$ cat src/hw/rtl/kwm_pkg.sv
// Shared types for the k-way merge heap: controller commands and datapath status.
// Depends on nothing; the controller, the datapath and the top level import it.

package kwm_pkg;

   // Fixed widths of the lane field and of the lane-count register.
   localparam int LANE_BITS = 4;
   localparam int CSR_BITS  = 5;

   // Next value of the heap position register.
   typedef enum logic [2:0] {
      POS_HOLD   = 3'd0,
      POS_SIZE   = 3'd1,
      POS_ZERO   = 3'd2,
      POS_PARENT = 3'd3,
      POS_CHILD  = 3'd4
   } pos_sel_type;

   // Heap size update.
   typedef enum logic [1:0] {
      SZ_HOLD = 2'd0,
      SZ_INC  = 2'd1,
      SZ_DEC  = 2'd2
   } size_op_type;

   // Addresses presented to the two heap memory read ports.
   typedef enum logic [1:0] {
      RD_PARENT = 2'd0,
      RD_POP    = 2'd1,
      RD_CHILD  = 2'd2
   } rd_sel_type;

   // Data written at the current heap position.
   typedef enum logic [1:0] {
      WR_X     = 2'd0,
      WR_A     = 2'd1,
      WR_CHILD = 2'd2
   } wr_sel_type;

   // Source of the moving entry register.
   typedef enum logic [1:0] {
      X_HOLD = 2'd0,
      X_LOAD = 2'd1,
      X_LAST = 2'd2
   } x_sel_type;

   // What, if anything, is presented as a result word.
   typedef enum logic [1:0] {
      EM_NONE = 2'd0,
      EM_X    = 2'd1,
      EM_A    = 2'd2,
      EM_DONE = 2'd3
   } emit_type;

   // Command from controller to datapath, valid for one cycle.
   typedef struct packed {
      pos_sel_type pos_sel;
      size_op_type size_op;
      rd_sel_type  rd_sel;
      logic        wr_en;
      wr_sel_type  wr_sel;
      x_sel_type   x_sel;
      emit_type    emit;
   } cmd_type;

   // Status from datapath to controller.
   typedef struct packed {
      logic size_zero;
      logic size_full;
      logic pos_zero;
      logic x_lt_a;
      logic a_lt_x;
      logic dn_leaf;
      logic dn_stop;
   } status_type;

endpackage

$ cat src/hw/rtl/kwm_datapath.sv
// Datapath of the k-way merge heap: heap memory, moving entry, position, size, result word.
// Depends on kwm_pkg for the command and status structs.

module kwm_datapath
   import kwm_pkg::*;
#(
   parameter int MAX_LANES  = 16,
   parameter int VALUE_BITS = 32
) (
   input  logic                         clock,
   input  logic                         reset,
   input  cmd_type                      cmd,
   output status_type                   status,
   input  logic [LANE_BITS-1:0]         req_lane,
   input  logic signed [VALUE_BITS-1:0] req_value,
   output logic                         rsp_valid,
   output logic signed [VALUE_BITS-1:0] rsp_smallest,
   output logic [LANE_BITS-1:0]         rsp_source_lane,
   output logic                         rsp_done_res
);

   localparam int IDX_W     = $clog2(MAX_LANES);
   localparam int SZ_W      = $clog2(MAX_LANES + 1);
   localparam int EW        = VALUE_BITS + LANE_BITS;
   localparam int MEM_DEPTH = 1 << IDX_W;
   localparam int CH_W      = IDX_W + 2;

   // Heap order: value first (signed), then lane.
   function automatic logic entry_less(input logic [EW-1:0] a, input logic [EW-1:0] b);
      logic signed [VALUE_BITS-1:0] va;
      logic signed [VALUE_BITS-1:0] vb;
      va = a[EW-1:LANE_BITS];
      vb = b[EW-1:LANE_BITS];
      if (va != vb) begin
         return va < vb;
      end
      return a[LANE_BITS-1:0] < b[LANE_BITS-1:0];
   endfunction

   logic [EW-1:0]          mem [MEM_DEPTH];
   logic [EW-1:0]          rd_a_ff;
   logic [EW-1:0]          rd_b_ff;
   logic [EW-1:0]          x_ff;
   logic [EW-1:0]          x_in;
   logic [IDX_W-1:0]       pos_ff;
   logic [IDX_W-1:0]       pos_in;
   logic [SZ_W-1:0]        size_ff;
   logic [SZ_W-1:0]        size_in;
   logic [IDX_W-1:0]       parent;
   logic [CH_W-1:0]        left_w;
   logic [CH_W-1:0]        right_w;
   logic [CH_W-1:0]        size_w;
   logic                   left_ok;
   logic                   right_ok;
   logic [SZ_W-1:0]        size_m1;
   logic [IDX_W-1:0]       addr_a;
   logic [IDX_W-1:0]       addr_b;
   logic                   a_lt_x_raw;
   logic                   a_wins;
   logic [EW-1:0]          first_pick;
   logic                   b_wins;
   logic [EW-1:0]          child_data;
   logic [IDX_W-1:0]       child_idx;
   logic [EW-1:0]          wr_data;
   logic                   rsp_valid_ff;
   logic                   rsp_valid_in;
   logic [VALUE_BITS-1:0]  res_value_ff;
   logic [VALUE_BITS-1:0]  res_value_in;
   logic [LANE_BITS-1:0]   res_lane_ff;
   logic [LANE_BITS-1:0]   res_lane_in;
   logic                   res_done_ff;
   logic                   res_done_in;

   // Tree neighbours of the current position.
   assign parent   = (pos_ff - IDX_W'(1)) >> 1;
   assign left_w   = {1'b0, pos_ff, 1'b1};
   assign right_w  = left_w + CH_W'(1);
   assign size_w   = CH_W'(size_ff);
   assign left_ok  = left_w < size_w;
   assign right_ok = right_w < size_w;
   assign size_m1  = size_ff - SZ_W'(1);

   // Read port addresses.
   always_comb begin
      case (cmd.rd_sel)
         RD_PARENT: begin
            addr_a = parent;
            addr_b = parent;
         end
         RD_POP: begin
            addr_a = '0;
            addr_b = size_m1[IDX_W-1:0];
         end
         RD_CHILD: begin
            addr_a = left_w[IDX_W-1:0];
            addr_b = right_w[IDX_W-1:0];
         end
         default: begin
            addr_a = '0;
            addr_b = '0;
         end
      endcase
   end

   // Sift-down choice: the smaller child if it beats the moving entry.
   assign a_lt_x_raw = entry_less(rd_a_ff, x_ff);
   assign a_wins     = left_ok && a_lt_x_raw;
   assign first_pick = a_wins ? rd_a_ff : x_ff;
   assign b_wins     = right_ok && entry_less(rd_b_ff, first_pick);
   assign child_data = b_wins ? rd_b_ff : rd_a_ff;
   assign child_idx  = b_wins ? right_w[IDX_W-1:0] : left_w[IDX_W-1:0];

   // Write data selection.
   always_comb begin
      case (cmd.wr_sel)
         WR_X:     wr_data = x_ff;
         WR_A:     wr_data = rd_a_ff;
         WR_CHILD: wr_data = child_data;
         default:  wr_data = x_ff;
      endcase
   end

   // Heap memory: one write port at the current position, two registered reads.
   always_ff @(posedge clock) begin
      if (cmd.wr_en) begin
         mem[pos_ff] <= wr_data;
      end
      rd_a_ff <= mem[addr_a];
      rd_b_ff <= mem[addr_b];
   end

   // Moving entry, position and size.
   always_comb begin
      case (cmd.x_sel)
         X_LOAD:  x_in = {req_value, req_lane};
         X_LAST:  x_in = rd_b_ff;
         default: x_in = x_ff;
      endcase
      case (cmd.pos_sel)
         POS_SIZE:   pos_in = size_ff[IDX_W-1:0];
         POS_ZERO:   pos_in = '0;
         POS_PARENT: pos_in = parent;
         POS_CHILD:  pos_in = child_idx;
         default:    pos_in = pos_ff;
      endcase
      case (cmd.size_op)
         SZ_INC:  size_in = size_ff + SZ_W'(1);
         SZ_DEC:  size_in = size_m1;
         default: size_in = size_ff;
      endcase
   end

   always_ff @(posedge clock) begin
      x_ff   <= x_in;
      pos_ff <= pos_in;
      if (reset) begin
         size_ff <= '0;
      end else begin
         size_ff <= size_in;
      end
   end

   // Result word register.
   always_comb begin
      rsp_valid_in = cmd.emit != EM_NONE;
      res_value_in = res_value_ff;
      res_lane_in  = res_lane_ff;
      res_done_in  = res_done_ff;
      case (cmd.emit)
         EM_X: begin
            res_value_in = x_ff[EW-1:LANE_BITS];
            res_lane_in  = x_ff[LANE_BITS-1:0];
            res_done_in  = 1'b0;
         end
         EM_A: begin
            res_value_in = rd_a_ff[EW-1:LANE_BITS];
            res_lane_in  = rd_a_ff[LANE_BITS-1:0];
            res_done_in  = 1'b0;
         end
         EM_DONE: begin
            res_value_in = '0;
            res_lane_in  = '0;
            res_done_in  = 1'b1;
         end
         default: begin
            res_value_in = res_value_ff;
         end
      endcase
   end

   always_ff @(posedge clock) begin
      res_value_ff <= res_value_in;
      res_lane_ff  <= res_lane_in;
      res_done_ff  <= res_done_in;
      if (reset) begin
         rsp_valid_ff <= 1'b0;
      end else begin
         rsp_valid_ff <= rsp_valid_in;
      end
   end

   assign rsp_valid       = rsp_valid_ff;
   assign rsp_smallest    = res_value_ff;
   assign rsp_source_lane = res_lane_ff;
   assign rsp_done_res    = res_done_ff;

   // Status back to the controller.
   assign status.size_zero = size_ff == '0;
   assign status.size_full = size_ff >= SZ_W'(MAX_LANES);
   assign status.pos_zero  = pos_ff == '0;
   assign status.x_lt_a    = entry_less(x_ff, rd_a_ff);
   assign status.a_lt_x    = a_lt_x_raw;
   assign status.dn_leaf   = !left_ok;
   assign status.dn_stop   = !a_wins && !b_wins;

endmodule

$ cat src/hw/rtl/kwm_ctrl.sv
// Controller of the k-way merge heap: lane-count register, fill/merge phase and sift sequencer.
// Depends on kwm_pkg for the command and status structs.

module kwm_ctrl
   import kwm_pkg::*;
#(
   parameter int MAX_LANES = 16
) (
   input  logic                clock,
   input  logic                reset,
   input  logic                start,
   output logic                busy,
   input  logic                req_exhausted,
   input  logic                csr_valid,
   output logic                csr_ready,
   input  logic [CSR_BITS-1:0] csr_lanes_in_use,
   input  status_type          status,
   output cmd_type             cmd
);

   localparam int SZ_W = $clog2(MAX_LANES + 1);
   localparam int CW   = ((SZ_W > CSR_BITS) ? SZ_W : CSR_BITS) + 1;

   typedef enum logic [8:0] {
      ST_IDLE    = 9'b000000001,
      ST_UP_CHK  = 9'b000000010,
      ST_UP_CMP  = 9'b000000100,
      ST_POP_RD  = 9'b000001000,
      ST_POP_SET = 9'b000010000,
      ST_DN_RD   = 9'b000100000,
      ST_DN_CMP  = 9'b001000000,
      ST_REP_RD  = 9'b010000000,
      ST_REP_CMP = 9'b100000000
   } state_type;

   state_type           state_ff;
   state_type           state_in;
   logic [CSR_BITS-1:0] lanes_ff;
   logic [CSR_BITS-1:0] lanes_in;
   logic [SZ_W-1:0]     fill_count_ff;
   logic [SZ_W-1:0]     fill_count_in;
   logic                merging_ff;
   logic                merging_in;
   logic                last_ff;
   logic                last_in;
   logic [CW-1:0]       lanes_ext;
   logic [CW-1:0]       eff_lanes;
   logic [CW-1:0]       fill_inc;
   logic                fill_last;
   logic                insert_done;

   // Lane-count register; always ready.
   assign csr_ready = 1'b1;
   assign lanes_in  = (csr_valid && csr_ready) ? csr_lanes_in_use : lanes_ff;

   // Lanes in use, with zero taken as one and large values clamped.
   always_comb begin
      lanes_ext = CW'(lanes_ff);
      if (lanes_ext == '0) begin
         eff_lanes = CW'(1);
      end else if (lanes_ext > CW'(MAX_LANES)) begin
         eff_lanes = CW'(MAX_LANES);
      end else begin
         eff_lanes = lanes_ext;
      end
   end

   assign fill_inc  = CW'(fill_count_ff) + CW'(1);
   assign fill_last = fill_inc >= eff_lanes;
   assign busy      = state_ff != ST_IDLE;

   // Sequencer.
   always_comb begin
      state_in      = state_ff;
      fill_count_in = fill_count_ff;
      merging_in    = merging_ff;
      last_in       = last_ff;
      insert_done   = 1'b0;
      cmd.pos_sel   = POS_HOLD;
      cmd.size_op   = SZ_HOLD;
      cmd.rd_sel    = RD_POP;
      cmd.wr_en     = 1'b0;
      cmd.wr_sel    = WR_X;
      cmd.x_sel     = X_HOLD;
      cmd.emit      = EM_NONE;
      case (state_ff)
         ST_IDLE: begin
            if (start) begin
               cmd.x_sel = X_LOAD;
               if (merging_ff) begin
                  state_in = req_exhausted ? ST_POP_RD : ST_REP_RD;
               end else begin
                  fill_count_in = fill_inc[SZ_W-1:0];
                  last_in       = fill_last;
                  if (!req_exhausted && !status.size_full) begin
                     cmd.pos_sel = POS_SIZE;
                     cmd.size_op = SZ_INC;
                     state_in    = ST_UP_CHK;
                  end else if (fill_last) begin
                     state_in = ST_POP_RD;
                  end
               end
            end
         end
         // Sift-up: read the parent, then compare and move one level.
         ST_UP_CHK: begin
            cmd.rd_sel = RD_PARENT;
            if (status.pos_zero) begin
               cmd.wr_en   = 1'b1;
               insert_done = 1'b1;
            end else begin
               state_in = ST_UP_CMP;
            end
         end
         ST_UP_CMP: begin
            cmd.wr_en = 1'b1;
            if (status.x_lt_a) begin
               cmd.wr_sel  = WR_A;
               cmd.pos_sel = POS_PARENT;
               state_in    = ST_UP_CHK;
            end else begin
               insert_done = 1'b1;
            end
         end
         // Pop: read top and last entry, or finish the run when empty.
         ST_POP_RD: begin
            cmd.rd_sel = RD_POP;
            if (status.size_zero) begin
               cmd.emit      = EM_DONE;
               merging_in    = 1'b0;
               fill_count_in = '0;
               state_in      = ST_IDLE;
            end else begin
               cmd.size_op = SZ_DEC;
               cmd.pos_sel = POS_ZERO;
               merging_in  = 1'b1;
               state_in    = ST_POP_SET;
            end
         end
         ST_POP_SET: begin
            cmd.emit  = EM_A;
            cmd.x_sel = X_LAST;
            state_in  = ST_DN_RD;
         end
         // Sift-down: read both children, then compare and move one level.
         ST_DN_RD: begin
            cmd.rd_sel = RD_CHILD;
            if (status.dn_leaf) begin
               cmd.wr_en = 1'b1;
               state_in  = ST_IDLE;
            end else begin
               state_in = ST_DN_CMP;
            end
         end
         ST_DN_CMP: begin
            cmd.wr_en = 1'b1;
            if (status.dn_stop) begin
               state_in = ST_IDLE;
            end else begin
               cmd.wr_sel  = WR_CHILD;
               cmd.pos_sel = POS_CHILD;
               state_in    = ST_DN_RD;
            end
         end
         // Refill and pop in one: the new word either leaves at once or replaces the top.
         ST_REP_RD: begin
            cmd.rd_sel = RD_POP;
            if (status.size_zero) begin
               cmd.emit = EM_X;
               state_in = ST_IDLE;
            end else begin
               state_in = ST_REP_CMP;
            end
         end
         ST_REP_CMP: begin
            if (status.a_lt_x) begin
               cmd.emit    = EM_A;
               cmd.pos_sel = POS_ZERO;
               state_in    = ST_DN_RD;
            end else begin
               cmd.emit = EM_X;
               state_in = ST_IDLE;
            end
         end
         default: begin
            state_in = ST_IDLE;
         end
      endcase
      if (insert_done) begin
         state_in = last_ff ? ST_POP_RD : ST_IDLE;
      end
   end

   always_ff @(posedge clock) begin
      if (reset) begin
         state_ff      <= ST_IDLE;
         lanes_ff      <= CSR_BITS'(16);
         fill_count_ff <= '0;
         merging_ff    <= 1'b0;
         last_ff       <= 1'b0;
      end else begin
         state_ff      <= state_in;
         lanes_ff      <= lanes_in;
         fill_count_ff <= fill_count_in;
         merging_ff    <= merging_in;
         last_ff       <= last_in;
      end
   end

endmodule

$ cat src/hw/rtl/k_way_merge_min_heap.sv
// K-way merge of up to MAX_LANES sorted signed streams through a min-heap of lane heads.
// Depends on kwm_pkg, kwm_ctrl and kwm_datapath.
//
// A run starts with a fill phase: one word per lane in use (its first value or an exhausted
// mark), no result until the last one. Every later word refills, or marks exhausted, the lane
// named by the previous result, and yields the smallest head and its lane (ties to the lower
// lane), or done once the heap is empty, after which the next run begins. Each result appears
// on rsp_* for exactly one cycle with rsp_valid high and cannot be held off, so the receiver
// must always take it. A word is taken when start is high and busy is low. The heap sits in a
// single memory and every sift moves one tree level per read state and compare-and-write state.
// A merge word finishes at once when the heap is empty, after the compare when it beats the
// current top and after a sift-down otherwise; a fill word finishes after its sift-up, if it
// inserts, plus the pop on the last one. The result of the last fill word follows its sift-up.
// The lane count is written through csr_*; the user must do so only while busy is low, as
// the block itself does not enforce it.

module k_way_merge_min_heap
   import kwm_pkg::*;
#(
   parameter int MAX_LANES  = 16,
   parameter int VALUE_BITS = 32
) (
   input  logic                         clock,
   input  logic                         reset,
   input  logic                         start,
   output logic                         busy,
   input  logic [LANE_BITS-1:0]         req_lane,
   input  logic signed [VALUE_BITS-1:0] req_value,
   input  logic                         req_exhausted,
   output logic                         rsp_valid,
   output logic signed [VALUE_BITS-1:0] rsp_smallest,
   output logic [LANE_BITS-1:0]         rsp_source_lane,
   output logic                         rsp_done_res,
   input  logic                         csr_valid,
   output logic                         csr_ready,
   input  logic [CSR_BITS-1:0]          csr_lanes_in_use
);

   cmd_type    cmd;
   status_type status;

   // Phase control and sift sequencing.
   kwm_ctrl #(
      .MAX_LANES (MAX_LANES)
   ) u_ctrl (
      .clock            (clock),
      .reset            (reset),
      .start            (start),
      .busy             (busy),
      .req_exhausted    (req_exhausted),
      .csr_valid        (csr_valid),
      .csr_ready        (csr_ready),
      .csr_lanes_in_use (csr_lanes_in_use),
      .status           (status),
      .cmd              (cmd)
   );

   // Heap storage, comparisons and result word.
   kwm_datapath #(
      .MAX_LANES  (MAX_LANES),
      .VALUE_BITS (VALUE_BITS)
   ) u_datapath (
      .clock           (clock),
      .reset           (reset),
      .cmd             (cmd),
      .status          (status),
      .req_lane        (req_lane),
      .req_value       (req_value),
      .rsp_valid       (rsp_valid),
      .rsp_smallest    (rsp_smallest),
      .rsp_source_lane (rsp_source_lane),
      .rsp_done_res    (rsp_done_res)
   );

endmodule

$ cat config.mk
export PLATFORM = sky130hd
export DESIGN_NAME = k_way_merge_min_heap
export DESIGN_NICKNAME = d
export VERILOG_FILES = /design/src/hw/rtl/kwm_pkg.sv /design/src/hw/rtl/kwm_datapath.sv /design/src/hw/rtl/kwm_ctrl.sv /design/src/hw/rtl/k_way_merge_min_heap.sv
export SDC_FILE = /design/constraint.sdc
export NUM_CORES = 2
export LEC_CHECK = 0
export ABC_AREA = 1
export ABC_CLOCK_PERIOD_IN_PS = 6000
export BUFFER_PORTS_ARGS = -buffer_cell sky130_fd_sc_hd__buf_2
export CORE_ASPECT_RATIO = 1.75
export CORE_MARGIN = 2
export CORE_UTILIZATION = 44
export DETAILED_ROUTE_END_ITERATION = 12
export MAX_ROUTING_LAYER = met4
export REMOVE_ABC_BUFFERS = 1
export SLEW_MARGIN = 20
export SYNTH_ARGS = -nofsm -noshare
export SYNTH_HDL_FRONTEND = slang
export SYNTH_SLANG_ARGS = --single-unit
export TNS_END_PERCENT = 50
$ cat constraint.sdc
create_clock -name clock -period 6 [get_ports clock]
set_input_delay 0.3 -clock clock [delete_from_list [all_inputs] [get_ports clock]]
set_output_delay 0.3 -clock clock [all_outputs]
set_load 0.1 [all_outputs]
==> results.ini <==
[logic_synthesis]
synth_area_leaders = edfxtp_1, o21ai_0, a21oi_1, dfxtp_1, inv_1
synthCells = 3989
ys_ff_latch = 752
synth_edf_count = 653
synth.avg_cell_area_um2 = 9.49
yosys-top-cells-count = o21ai_0, edfxtp_1, a21oi_1
synth_top_area_cell = edfxtp_1
yosys_warnings = 0
synthFlopType = edfxtp_1
ys_seq_area_frac = 0.570
async_reset_ff_frac = 0
yosysMostFrequentCell = o21ai_0
synth_top_area_frac = 0.518
syn_area_um2 = 37900
synth.distinct_cells = 51

[floorplanning]
start_util = 0.443
io_pins = 86
die_h_um = 392
die_x_um = 226
rows = 142
fp.coreArea_um2 = 85500
dieArea_um2 = 88500

[route]
dr.pass1.iters = 7
drc = 0
final_antenna_net_count = 0
drtIter0Drc = 3864
wl_per_cell_um = 24.7
finalWirelength_um = 129000
vias = 31700
viasPerCell = 6.06

[critical_path]
startpoint_type = flip-flop
reg2reg_from = u_datapath.x_ff[15]$_DFFE_PP_
path_common_cell = nand2_1
end_kind = flip-flop
reg2reg_depth = 32
cp_top_family = simple AND/OR/NAND/NOR gates
startpoint = u_datapath.x_ff[15]$_DFFE_PP_
worst-path-stages = 32
setup.worst_path.class = flip-flop to flip-flop
cp.buffers_inverters = 4
cp_max_fo = 41
worstPathArrival_ns = 5.99
worst_path_max_delay_cell = a21oi_2
cp_data_required_time_ns = 6.36
cpPeakStageDelay_ns = 0.54

[timing]
drv_slew = 0
rsz0062_at_grt = false
fmax_mhz = 178
finalHoldViolations = 0
relSlewSlack = 0.243
tightest_slew_ns = 1.14
clock_skew_ns = 0.0287
setup_viol = 0
finalCritPeriodShare = 0.939
timing.final.ws_setup_ns = 0.367
fin_crit_ns = 5.63

[global_routing]
grt_max_degree = 165
grt-ovfl-total = 0
grt_antenna_before_repair = 1
grt_pass1_vias = 30200
grt_util_all_layers = 0.296
grt_pass1_wl_um = 188000

[worst_hold_path]
hold_depth = 3
hp-class = input port to flip-flop
hold_start = req_value[0]

[run_status]
status = finished clean

[pwr]
p_leak_nw = 15.4
vdd_drop_max_v = 0.000295
power_density_nw_per_um2 = 377

[placed_design]
dp_hpwl_um = 74100
dpl_cell_area_um2 = 39900
place_ws_ns = 0.0555
port_buffers = 84
gp_congestion = 0.884

[clocking]
cts_max_level = 3
clkLatencyLatePin_ns = 0.68
cts_tree = done
cts_root_buf = clkbuf_16
postCtsSetupBuffers = 0
cts.sinks = 752
cts.path.max_buffers = 3
clk_pin_slew_ns = 0.07
cts_buffers = 70

[run]
max_cap_violations = 0

[layout]
syn2layout_area_growth_pct = 12.9
design_area_um2 = 42700
nets = 4154
drive_above_1_share = 0.100

[power breakdown]
group | total, W | leakage [nW] | internal, W | switching, W
clock network | 0.00456 | 1.12 | 0.00251 | 0.00205
logic | 0.00511 | 7.53 | 0.00153 | 0.00358
registers | 0.00642 | 6.72 | 0.00620 | 0.000219
[worst paths after layout]
check,slack (ns),end
setup / recovery,0.37,u_datapath.mem[5][25]$_DFFE_PP_
hold reg to reg,0.51,u_ctrl.fill_count_ff[4]$_SDFFE_PP0P_
setup reg to reg,0.37,u_datapath.mem[5][25]$_DFFE_PP_
hold / removal,0.04,u_datapath.x_ff[4]$_DFFE_PP_
[state kept, by name, indices dropped and copies added, names as in the netlist, 9 cells and up]
signal                   cells
u_datapath.mem             576
u_datapath.rd_a_ff          36
u_datapath.rd_b_ff          36
u_datapath.x_ff             36
u_datapath.rsp_smallest     32
u_ctrl.state_ff              9
[tightest hold or removal path, cell delays in order]
cell and delay, ns:
buf_2 0.11, nor2_1 0.04, a21oi_1 0.13
[layer usage]
layer	up-vias	wire [um]	track usage
li1	14400	-	-
met2	1637	62700	0.488
met1	15300	49000	0.354
met5	-	0	-
met4	0	5940	0.142
met3	353	11300	0.0474
[timing repair]
item	in CTS	in global routing
hold buffers	37	0
endpoints found under the setup margin	0	240
resized for setup	0	15
hold endpoints to repair	34	0
[cell usage in the layout, fill, tap and decap left out, types with 73 or more instances in the layout]
cell,n
o21ai_0,807
a21oi_1,547
ha_1,93
nand2_1,277
buf_4,106
o21ai_1,84
clkbuf_16,73
nor2_1,311
edfxtp_1,653
nand3_1,129
inv_1,318
buf_2,84
dfxtp_1,99
o211ai_1,119
[layout make-up]
class,count,area [um2]
Fill cell,7749,42700
Inverter,337,1280
Antenna cell,1,2.50
Tap cell,1152,1440
Timing Repair Buffer,252,2090
Clock inverter,32,339
Clock buffer,98,1970
Sequential cell,752,21600
Multi-Input combinational cell,2599,14000
[kinds of logic (layout without fill, tap and decap cells)]
family,after synthesis,count (layout),synth area share
xor gates and xnor gates,10,10,0.00231
and+or+nand+nor,779,779,0.0854
buffers and inverters,638,719,0.0678
muxes,1,1,0.000297
DFF,752,752,0.570
other,1,2,0.0000990
adders and majority gates,96,96,0.0317
AOI/OAI and AO/OA,1712,1712,0.242
[through the flow]
stage | util | TNS [ns] | power [W] | std cells | hold slack [ns]
3_3_place_gp | 0.467 | 0 | 0.0115 | 5054 | 0.481
4_1_cts | 0.499 | 0 | 0.0161 | 5222 | 0.00105
3_5_place_dp | 0.467 | 0 | 0.0115 | 5055 | 0.484
5_1_grt | 0.500 | 0 | 0.0168 | 5223 | 0.0258
6_report | 0.500 | 0 | 0.0161 | 5223 | 0.0396
2_1_floorplan | - | -1471.56 | 0.00968 | 3688 | 0.369
Note: power is estimated with default switching activity, not from simulation.
